==> src/sv/first_fit_block_allocator_unit_assert.svh <==
// Assertion macros shared by the allocator RTL files.
// Each macro expands to one labelled concurrent assertion on the rising clock edge.
`ifndef FIRST_FIT_BLOCK_ALLOCATOR_UNIT_ASSERT_SVH
`define FIRST_FIT_BLOCK_ALLOCATOR_UNIT_ASSERT_SVH

// Consequent must hold in the same cycle as the antecedent.
`define FFBA_ASSERT_NOW(label, clk, rst_n, ante, cons, msg) \
  label: assert property (@(posedge clk) disable iff (!rst_n) (ante) |-> (cons)) \
    else $error(msg);

// Consequent must hold in the cycle after the antecedent.
`define FFBA_ASSERT_NEXT(label, clk, rst_n, ante, cons, msg) \
  label: assert property (@(posedge clk) disable iff (!rst_n) (ante) |=> (cons)) \
    else $error(msg);

`endif

==> src/sv/ffba_pkg.sv <==
// Package for the first-fit block allocator: sizes, codes, payload and
// controller/datapath interface structs. No dependencies.
`default_nettype none

package ffba_pkg;

  localparam int MAX_BLOCKS = 16;
  localparam int ADDR_BITS  = 32;

  localparam int IDX_W      = $clog2(MAX_BLOCKS);
  localparam int CNT_W      = $clog2(MAX_BLOCKS + 1);
  localparam int REQ_W      = 32;
  localparam int HDR_W      = 8;
  localparam int TYPE_W     = 32;
  localparam int WIDE_W     = 64;
  localparam int OUT_ADDR_W = 32;
  localparam int STATUS_W   = 3;
  localparam int CMP_W      = ((ADDR_BITS > REQ_W) ? ADDR_BITS : REQ_W) + 2;

  localparam int CFG_IDX_W  = 1;
  localparam int CFG_DATA_W = 32;

  // Highest address value; bases at or above it are refused
  localparam logic [WIDE_W-1:0] ADDR_LIM = (WIDE_W'(1) << ADDR_BITS) - WIDE_W'(1);

  localparam logic [HDR_W-1:0]  HDR_RESET   = HDR_W'(20);
  localparam logic [TYPE_W-1:0] TYPE_RESET  = TYPE_W'(1);

  localparam logic [CFG_IDX_W-1:0] CFG_HEADER_BYTES   = 1'b0;
  localparam logic [CFG_IDX_W-1:0] CFG_AVAILABLE_TYPE = 1'b1;

  localparam logic OP_ADD   = 1'b0;
  localparam logic OP_ALLOC = 1'b1;

  localparam logic [STATUS_W-1:0] ST_ADDED     = 3'd0;
  localparam logic [STATUS_W-1:0] ST_REJECTED  = 3'd1;
  localparam logic [STATUS_W-1:0] ST_ALLOCATED = 3'd2;
  localparam logic [STATUS_W-1:0] ST_NO_FIT    = 3'd3;
  localparam logic [STATUS_W-1:0] ST_FULL      = 3'd4;

  typedef struct packed {
    logic                opcode;
    logic [WIDE_W-1:0]   region_base;
    logic [WIDE_W-1:0]   region_length;
    logic [TYPE_W-1:0]   region_type;
    logic [REQ_W-1:0]    request_size;
  } ffba_in_t;

  typedef struct packed {
    logic [STATUS_W-1:0]   status;
    logic [OUT_ADDR_W-1:0] address;
  } ffba_out_t;

  // Controller to datapath
  typedef struct packed {
    logic load;         // capture input item, clear scan position
    logic add_commit;   // settle an add item
    logic scan_inc;     // advance to next table entry
    logic shift_start;  // load shift pointer with block count
    logic shift_step;   // move one entry up by one place
    logic split_write;  // insert the split-off free block
    logic mark;         // mark found block used, record its address
    logic res_nofit;    // record no-fit result
    logic out_load;     // move result into output register
  } ffba_cmd_t;

  // Datapath to controller
  typedef struct packed {
    logic scan_end;
    logic hit;
    logic split_want;
    logic shift_done;
  } ffba_sts_t;

endpackage

`default_nettype wire

==> src/sv/first_fit_block_allocator_unit.sv <==
// Top level of the first-fit block allocator: controller plus datapath.
// Depends on ffba_pkg, ffba_ctrl and ffba_dp.
//
// One item at a time, one result per item. An add item goes from acceptance
// through the add state to the result state. An allocate item scans the table
// from position 0 for the first fitting block; a block handed out whole is marked
// directly, while a split first shifts the entries behind it up, inserts the
// split-off free block and then marks. A request that fits nowhere ends the scan
// at the block count. The pace is set by the single-ported block table: the scan
// reads one entry per cycle and the insert moves one entry per cycle. The insert
// only moves the entries behind the hit, so the longest item is a split with
// MAX_BLOCKS - 1 blocks held. A result that is still waiting at the output delays
// the next one by as long as it waits. The next item is accepted as soon as the
// result sits in the output register, even while that result waits to be taken.
// Table entries have no reset; only entries below the block count are ever read.
`default_nettype none

module first_fit_block_allocator_unit import ffba_pkg::*; (
  input  logic                  clk,
  input  logic                  rst_n,
  input  logic                  cfg_we,
  input  logic [CFG_IDX_W-1:0]  cfg_index,
  input  logic [CFG_DATA_W-1:0] cfg_wdata,
  input  logic                  in_valid,
  output logic                  in_ready,
  input  ffba_in_t              in_data,
  output logic                  out_valid,
  input  logic                  out_ready,
  output ffba_out_t             out_data
);

  ffba_cmd_t cmd;
  ffba_sts_t sts;

  ffba_ctrl u_ctrl (
    .clk       (clk),
    .rst_n     (rst_n),
    .in_valid  (in_valid),
    .in_ready  (in_ready),
    .in_opcode (in_data.opcode),
    .out_valid (out_valid),
    .out_ready (out_ready),
    .cmd       (cmd),
    .sts       (sts)
  );

  ffba_dp u_dp (
    .clk       (clk),
    .rst_n     (rst_n),
    .cfg_we    (cfg_we),
    .cfg_index (cfg_index),
    .cfg_wdata (cfg_wdata),
    .in_data   (in_data),
    .out_data  (out_data),
    .cmd       (cmd),
    .sts       (sts)
  );

endmodule

`default_nettype wire

==> src/sv/ffba_dp.sv <==
// Allocator datapath: configuration registers, block table, counters and
// result registers. Depends on ffba_pkg and the assertion macro header.
`default_nettype none
`include "first_fit_block_allocator_unit_assert.svh"

module ffba_dp import ffba_pkg::*; (
  input  logic                  clk,
  input  logic                  rst_n,
  input  logic                  cfg_we,
  input  logic [CFG_IDX_W-1:0]  cfg_index,
  input  logic [CFG_DATA_W-1:0] cfg_wdata,
  input  ffba_in_t              in_data,
  output ffba_out_t             out_data,
  input  ffba_cmd_t             cmd,
  output ffba_sts_t             sts
);

  logic [HDR_W-1:0]     hdr_r;
  logic [TYPE_W-1:0]    avail_r;
  ffba_in_t             item_r;

  logic [ADDR_BITS-1:0] blk_addr_r [MAX_BLOCKS];
  logic [ADDR_BITS-1:0] blk_size_r [MAX_BLOCKS];
  logic                 blk_used_r [MAX_BLOCKS];

  logic [CNT_W-1:0]     count_r;
  logic [CNT_W-1:0]     scan_r;
  logic [CNT_W-1:0]     shift_r;
  logic                 split_r;
  logic [STATUS_W-1:0]  res_status_r;
  logic [OUT_ADDR_W-1:0] res_addr_r;
  ffba_out_t            out_r;

  logic [CNT_W-1:0]     scan_p1;
  logic [CNT_W-1:0]     shift_m1;
  logic [IDX_W-1:0]     rd_idx;
  logic [ADDR_BITS-1:0] rd_addr;
  logic [ADDR_BITS-1:0] rd_size;
  logic                 rd_used;

  logic                 full;
  logic                 base_zero;
  logic [WIDE_W-1:0]    hdr_wide;
  logic                 add_ok;
  logic [WIDE_W-1:0]    add_size_wide;
  logic [ADDR_BITS-1:0] add_size;
  logic [ADDR_BITS-1:0] add_start;
  logic [ADDR_BITS-1:0] add_addr;
  logic [STATUS_W-1:0]  add_code;

  logic [CMP_W-1:0]     req_c;
  logic [CMP_W-1:0]     size_c;
  logic [CMP_W-1:0]     hdr_c;
  logic [ADDR_BITS-1:0] req_a;
  logic [ADDR_BITS-1:0] hdr_a;
  logic [ADDR_BITS-1:0] new_addr;
  logic [ADDR_BITS-1:0] new_size;

  logic                 wr_en;
  logic [IDX_W-1:0]     wr_idx;
  logic [ADDR_BITS-1:0] wr_addr;
  logic [ADDR_BITS-1:0] wr_size;
  logic                 wr_used;

  // Single table read port: shift pointer while moving entries, else scan position
  assign scan_p1  = scan_r + CNT_W'(1);
  assign shift_m1 = shift_r - CNT_W'(1);
  assign rd_idx   = cmd.shift_step ? shift_m1[IDX_W-1:0] : scan_r[IDX_W-1:0];
  assign rd_addr  = blk_addr_r[rd_idx];
  assign rd_size  = blk_size_r[rd_idx];
  assign rd_used  = blk_used_r[rd_idx];

  assign full = count_r >= CNT_W'(MAX_BLOCKS);

  // Add path
  assign base_zero     = item_r.region_base == '0;
  assign hdr_wide      = WIDE_W'(hdr_r);
  assign add_ok        = (item_r.region_type == avail_r) &&
                         (item_r.region_length > hdr_wide) &&
                         (item_r.region_base < ADDR_LIM);
  assign add_size_wide = item_r.region_length - hdr_wide - WIDE_W'(base_zero);
  assign add_size      = (add_size_wide > ADDR_LIM) ? '1 : add_size_wide[ADDR_BITS-1:0];
  // A zero base moves up to one
  assign add_start     = base_zero ? ADDR_BITS'(1) : item_r.region_base[ADDR_BITS-1:0];
  assign add_addr      = add_start + ADDR_BITS'(hdr_r);

  always_comb begin
    if (!add_ok) begin
      add_code = ST_REJECTED;
    end else if (full) begin
      add_code = ST_FULL;
    end else begin
      add_code = ST_ADDED;
    end
  end

  // Allocate path
  assign req_c    = CMP_W'(item_r.request_size);
  assign size_c   = CMP_W'(rd_size);
  assign hdr_c    = CMP_W'(hdr_r);
  assign req_a    = ADDR_BITS'(item_r.request_size);
  assign hdr_a    = ADDR_BITS'(hdr_r);
  assign new_addr = rd_addr + req_a + hdr_a;
  assign new_size = rd_size - req_a - hdr_a;

  assign sts.scan_end   = scan_r >= count_r;
  assign sts.hit        = !rd_used && (size_c >= req_c);
  assign sts.split_want = (size_c > (req_c + hdr_c)) && !full;
  assign sts.shift_done = shift_r <= scan_p1;

  // Table write port
  always_comb begin
    wr_en   = 1'b0;
    wr_idx  = count_r[IDX_W-1:0];
    wr_addr = add_addr;
    wr_size = add_size;
    wr_used = 1'b0;
    if (cmd.add_commit) begin
      wr_en = add_code == ST_ADDED;
    end else if (cmd.shift_step) begin
      wr_en   = 1'b1;
      wr_idx  = shift_r[IDX_W-1:0];
      wr_addr = rd_addr;
      wr_size = rd_size;
      wr_used = rd_used;
    end else if (cmd.split_write) begin
      wr_en   = 1'b1;
      wr_idx  = scan_p1[IDX_W-1:0];
      wr_addr = new_addr;
      wr_size = new_size;
    end else if (cmd.mark) begin
      wr_en   = 1'b1;
      wr_idx  = scan_r[IDX_W-1:0];
      wr_addr = rd_addr;
      wr_size = split_r ? req_a : rd_size;
      wr_used = 1'b1;
    end
  end

  always_ff @(posedge clk) begin
    if (wr_en) begin
      blk_addr_r[wr_idx] <= wr_addr;
      blk_size_r[wr_idx] <= wr_size;
      blk_used_r[wr_idx] <= wr_used;
    end
  end

  always_ff @(posedge clk) begin
    if (!rst_n) begin
      hdr_r   <= HDR_RESET;
      avail_r <= TYPE_RESET;
      count_r <= '0;
    end else begin
      if (cfg_we) begin
        case (cfg_index)
          CFG_HEADER_BYTES:   hdr_r   <= cfg_wdata[HDR_W-1:0];
          CFG_AVAILABLE_TYPE: avail_r <= cfg_wdata[TYPE_W-1:0];
          default: ;
        endcase
      end
      if ((cmd.add_commit && (add_code == ST_ADDED)) || cmd.split_write) begin
        count_r <= count_r + CNT_W'(1);
      end
    end
  end

  // Payload and working registers
  always_ff @(posedge clk) begin
    if (cmd.load) begin
      item_r  <= in_data;
      scan_r  <= '0;
      split_r <= 1'b0;
    end
    if (cmd.scan_inc) begin
      scan_r <= scan_p1;
    end
    if (cmd.shift_start) begin
      shift_r <= count_r;
    end
    if (cmd.shift_step) begin
      shift_r <= shift_m1;
    end
    if (cmd.split_write) begin
      split_r <= 1'b1;
    end
    if (cmd.add_commit) begin
      res_status_r <= add_code;
      res_addr_r   <= '0;
    end
    if (cmd.mark) begin
      res_status_r <= ST_ALLOCATED;
      res_addr_r   <= OUT_ADDR_W'(rd_addr);
    end
    if (cmd.res_nofit) begin
      res_status_r <= ST_NO_FIT;
      res_addr_r   <= '0;
    end
    if (cmd.out_load) begin
      out_r.status  <= res_status_r;
      out_r.address <= res_addr_r;
    end
  end

  assign out_data = out_r;

  `FFBA_ASSERT_NOW(a_count_bound, clk, rst_n, 1'b1, count_r <= CNT_W'(MAX_BLOCKS), "block count beyond table depth")
  `FFBA_ASSERT_NOW(a_split_room, clk, rst_n, cmd.split_write, !full && (scan_r < count_r), "split insert without room")
  `FFBA_ASSERT_NOW(a_shift_range, clk, rst_n, cmd.shift_step, (shift_r <= count_r) && (shift_r > scan_p1), "shift pointer out of range")
  `FFBA_ASSERT_NEXT(a_add_grows, clk, rst_n, cmd.add_commit && (add_code == ST_ADDED), count_r == $past(count_r) + CNT_W'(1), "added block not counted")

endmodule

`default_nettype wire

==> src/sv/ffba_ctrl.sv <==
// Allocator controller: sequences add, first-fit scan, insertion shift and
// result hand-off. Depends on ffba_pkg and the assertion macro header.
`default_nettype none
`include "first_fit_block_allocator_unit_assert.svh"

module ffba_ctrl import ffba_pkg::*; (
  input  logic      clk,
  input  logic      rst_n,
  input  logic      in_valid,
  output logic      in_ready,
  input  logic      in_opcode,
  output logic      out_valid,
  input  logic      out_ready,
  output ffba_cmd_t cmd,
  input  ffba_sts_t sts
);

  typedef enum logic [2:0] {
    S_IDLE,
    S_ADD,
    S_SCAN,
    S_SHIFT,
    S_SPLIT,
    S_MARK,
    S_RESP
  } state_t;

  state_t state_r, state_nxt;
  logic   out_valid_r, out_valid_nxt;
  logic   slot_free;

  assign slot_free = !out_valid_r || out_ready;

  always_comb begin
    state_nxt = state_r;
    cmd       = '0;
    in_ready  = 1'b0;
    case (state_r)
      S_IDLE: begin
        in_ready = 1'b1;
        if (in_valid) begin
          cmd.load  = 1'b1;
          state_nxt = (in_opcode == OP_ALLOC) ? S_SCAN : S_ADD;
        end
      end
      S_ADD: begin
        cmd.add_commit = 1'b1;
        state_nxt      = S_RESP;
      end
      S_SCAN: begin
        if (sts.scan_end) begin
          cmd.res_nofit = 1'b1;
          state_nxt     = S_RESP;
        end else if (sts.hit) begin
          if (sts.split_want) begin
            cmd.shift_start = 1'b1;
            state_nxt       = S_SHIFT;
          end else begin
            state_nxt = S_MARK;
          end
        end else begin
          cmd.scan_inc = 1'b1;
        end
      end
      S_SHIFT: begin
        if (sts.shift_done) begin
          state_nxt = S_SPLIT;
        end else begin
          cmd.shift_step = 1'b1;
        end
      end
      S_SPLIT: begin
        cmd.split_write = 1'b1;
        state_nxt       = S_MARK;
      end
      S_MARK: begin
        cmd.mark  = 1'b1;
        state_nxt = S_RESP;
      end
      S_RESP: begin
        // Hold the result until the output register can take it
        if (slot_free) begin
          cmd.out_load = 1'b1;
          state_nxt    = S_IDLE;
        end
      end
      default: begin
        state_nxt = S_IDLE;
      end
    endcase
  end

  always_comb begin
    out_valid_nxt = out_valid_r;
    if (cmd.out_load) begin
      out_valid_nxt = 1'b1;
    end else if (out_ready) begin
      out_valid_nxt = 1'b0;
    end
  end

  always_ff @(posedge clk) begin
    if (!rst_n) begin
      state_r     <= S_IDLE;
      out_valid_r <= 1'b0;
    end else begin
      state_r     <= state_nxt;
      out_valid_r <= out_valid_nxt;
    end
  end

  assign out_valid = out_valid_r;

  `FFBA_ASSERT_NOW(a_no_overwrite, clk, rst_n, out_valid_r && !out_ready, !cmd.out_load, "pending result overwritten")
  `FFBA_ASSERT_NEXT(a_split_then_mark, clk, rst_n, cmd.split_write, state_r == S_MARK, "split not followed by mark")
  `FFBA_ASSERT_NOW(a_busy_no_accept, clk, rst_n, state_r != S_IDLE, !in_ready, "item taken while busy")

endmodule

`default_nettype wire
==> config.mk <==
export PLATFORM = sky130hd
export DESIGN_NAME = first_fit_block_allocator_unit
export DESIGN_NICKNAME = d
export VERILOG_FILES = /design/src/sv/ffba_pkg.sv /design/src/sv/first_fit_block_allocator_unit.sv /design/src/sv/ffba_dp.sv /design/src/sv/ffba_ctrl.sv
export VERILOG_INCLUDE_DIRS = /design/src /design/src/sv
export SDC_FILE = /design/constraint.sdc
export NUM_CORES = 2
export LEC_CHECK = 0
export BUFFER_PORTS_ARGS = -buffer_cell sky130_fd_sc_hd__buf_2
export CORE_UTILIZATION = 30
export DETAILED_ROUTE_END_ITERATION = 16
export PLACE_DENSITY = 0.55
export SYNTH_ARGS = -nofsm -noshare
export SYNTH_HDL_FRONTEND = slang
export SYNTH_HIERARCHICAL = 1
export SYNTH_SLANG_ARGS = --single-unit
==> constraint.sdc <==
create_clock -name clk -period 19.6 [get_ports clk]
set_input_delay 3.92 -clock clk [delete_from_list [all_inputs] [get_ports clk]]
set_output_delay 3.92 -clock clk [all_outputs]
set_load 0.01 [all_outputs]
==> metrics.md <==
| Metric | Value |
|---|---|
| Outcome | completed |
| Core area | 0.205 mm2 |
| Final Util | 34.7% |
| Sequential share of power | 34.1% |
| Max_cap viols | 0 |
| Top FF cell, synth | edfxtp_1 |
| Die height | 456 um |
| Footprint of the multi-input gates | 0.0203 mm2 |
| Area grow syn2layout | 15.0% |
| Post-DR wirelength/cell | 25.1 um |
| Crit path setup slack, layout | 8950 ps |
| Setup violations, final | 0 |
| CTS Buf Count | 138 |
| WS Path Type | reg -> reg |
| Register area share after synthesis | 64.9% |
| Post-Syn Area | 0.0617 mm2 |
| Internal power | 7.37 mW |
| Post-route setup TNS | 0 ps |
| Psw | 4.81 mW |
| Tmin final | 10650 ps |
| CP required | 20010 ps |
| First-pass GRT wire length | 262 mm |
| Library cells used by synthesis | 91 |
| Mean post-synth cell area | 15.0 um2 |
| Fillers | 19500 |
| Clk buf depth | 3 |
| Crit-path max FO | 99 |
| # nets final | 4953 |
| Num rows | 166 |
| Total gr overflow | 0 |
| Remaining DRCs | 0 |
| Slowest cell delay on critical path | 900 ps |
| Gpl congestion | 0.897 |
| WL final | 182 mm |
| Min-delay src | u_dp/res_status_r[0] |
| Fin. Hold Viols | 0 |
| CTS tree | done |
| Clock Skew | 25.9 ps |
| Pre-antenna DRT Iters | 6 |
| Max_slew headroom | 15.0% |
| Pre-CTS setup slack | 8870 ps |
| Crit. Startpoint | u_dp/scan_r[0] |
| Io pins | 268 |
| Gate Count Post-Synth | 4116 |
| Setup bufs post-CTS | 0 |
| Worst-path clk slew | 60 ps |
| Hold WC Path Type | reg -> reg |
| Total global-route track usage | 17.2% |
| DR vias/cell | 5.16 |
| Crit path capture type | register |
| CP max stage cell | o221ai_1 |
| Initial antenna violation count | 15 |
| Yosys top cell by area | edfxtp_1 |
| Vias in the first global route | 37300 |
| Fraction of registers with async set/reset | 0% |
| Detail Route Antenna Nets | 0 |
| Clk pwr share | 20.7% |
| Reg-to-reg startpoint | u_dp/scan_r[0] |
| DP Wirelength | 116 mm |
| Crit start category | register |
| Largest cells by area after synthesis | edfxtp_1 62%, mux4_2 9.4%, ha_1 4.9% |
| RSZ-0062 raised after global routing | false |
| DP Cell Count | 7007 |
| Leak Pwr | 24.4 nW |
| Worst IR Drop VDD | 0.107 mV |
| Largest net degree at the start of global routing | 155 |
| CTS HTree Levels | 4 |
| Synthesis-stage register bit count | 1362 |
| Non-filler cells in the finished layout | 7260 |
| Worst slew pin tran | 1270 ps |
| CTS Root Cell | clkbuf_16 |
| Arrival time worst endpoint | 11070 ps |
| CTS Sinks | 1362 |
| Via count | 37500 |
| Die X | 456 um |
| Proportion of layout cells with a drive suffix above 1 | 19.6% |
| Drt initial violations | 3511 |
| EDFF count, synth | 1277 |
| PostCTS Resize Cnt | 0 |
| Fmax | 0.0939 GHz |
| Initial Util | 30.2% |
| Port bufs | 267 |
| Power Density | 172 mW/mm2 |
| Post-synth top area share | 62.1% |
| Slew Viols, Final | 0 |
| Most frequent cells in the layout | 1277 x edfxtp_1, 438 x nand2_1, 267 x buf_2 |
| Mapped Nets | 4610 |
| Storage element area | 0.0400 mm2 |
| Ys Warns | 6 |
| Most common cell after layout, fill and taps aside | edfxtp_1 |
| Crit share post-route | 54.3% |
| Clock Latency Late Sink | 780 ps |
| Hold-fix buffers, CTS | 0 |
| Sw Share | 39.5% |
| Die area | 0.208 mm2 |
| WHS | 421 ps |
| Comb power frac | 45.3% |
## sequential cells by signal, indices dropped and copies added (netlist names), 8 cells and up
name             count
u_dp/avail_r        32
u_dp/blk_addr_r    512
u_dp/blk_size_r    512
u_dp/blk_used_r     16
u_dp/hdr_r           8
u_dp/item_r        160
u_dp/out_data       35
u_dp/req_a          32
u_dp/res_addr_r     32
## critical path, delay by kind of cell, from the launching register on
kind / cells / cell delay, ps
AO/OA/AOI/OAI: 11 / 3140
XOR/XNOR: 1 / 130
adder cells (fa/ha/maj): 4 / 1560
buffers and inverters: 6 / 2550
flip-flops: 1 / 520
multiplexers: 1 / 370
AND/OR/NAND/NOR: 9 / 1810
## layout make-up
cell class | count | area share (%)
inverters | 185 | 0.978
diodes | 6 | 0.0212
clock inverters | 61 | 0.735
multi-input cells | 2384 | 28.6
well taps | 2688 | 4.74
clock buffers | 186 | 5.24
repair buffers | 388 | 3.23
flip-flops and latches | 1362 | 56.4
## power by group through the flow
stage          Sequential, mW  Combinational [mW]  Clock (mW)
3_5_place_dp             4.21                5.46           0
2_1_floorplan            4.17                3.72           0
3_3_place_gp             4.20                5.43           0
4_1_cts                  4.15                5.49        2.57
5_1_grt                  4.17                5.99        2.68
6_report                 4.15                5.51        2.52
## final timing paths
check,slack (ps),end,cells past startpoint
setup / recovery,8950,u_dp/blk_addr_r[8][21],32
hold / removal,420,u_dp/out_data[32],0
setup reg to reg,8950,u_dp/blk_addr_r[8][21],32
hold reg to reg,420,u_dp/out_data[32],0
## logic make-up after synthesis
| family | Yosys count | synth area share (%) |
|---|---|---|
| flops | 1362 | 64.9 |
| xor+xnor | 180 | 2.55 |
| buf+inv | 370 | 2.46 |
| fa+ha+maj | 263 | 5.59 |
| compound gates | 669 | 7.09 |
| simple gates | 998 | 7.75 |
| mux | 274 | 9.66 |
## cells in the mapped netlist (17+ instances only)
master / count
edfxtp_1: 1277
nand2_1: 438
mux4_2: 257
ha_1: 242
inv_1: 184
a21oi_1: 173
nor2_1: 154
o21ai_0: 125
xnor2_1: 116
clkbuf_1: 102
dfxtp_1: 85
and3_1: 76
a31oi_1: 67
xor2_1: 64
a21o_1: 56
nor4_1: 53
nand3_1: 48
buf_2: 45
a21boi_0: 41
nor3b_1: 40
nor3_1: 36
nand2b_1: 33
nand4_1: 33
a22oi_1: 29
nor2b_1: 29
fa_1: 21
buf_1: 20
o211ai_1: 17
## layer usage
metal / GRT usage, % / wire length [um] / up-vias
met3: 2.79 / 10600 / 240
met2: 29.3 / 90300 / 1164
met4: 4.60 / 4340 / 2
li1: - / - / 16600
met5: 0 / 21 / -
met1: 22.7 / 77100 / 19500
## metrics by stage
stage	power, mW	area (um2)
after floorplan	7.89	61700
after global placement	9.63	66700
after detailed placement	9.67	66700
after CTS	12.2	71000
after global routing	12.8	71000
final	12.2	71000
Power figures use the tool's default switching activity.
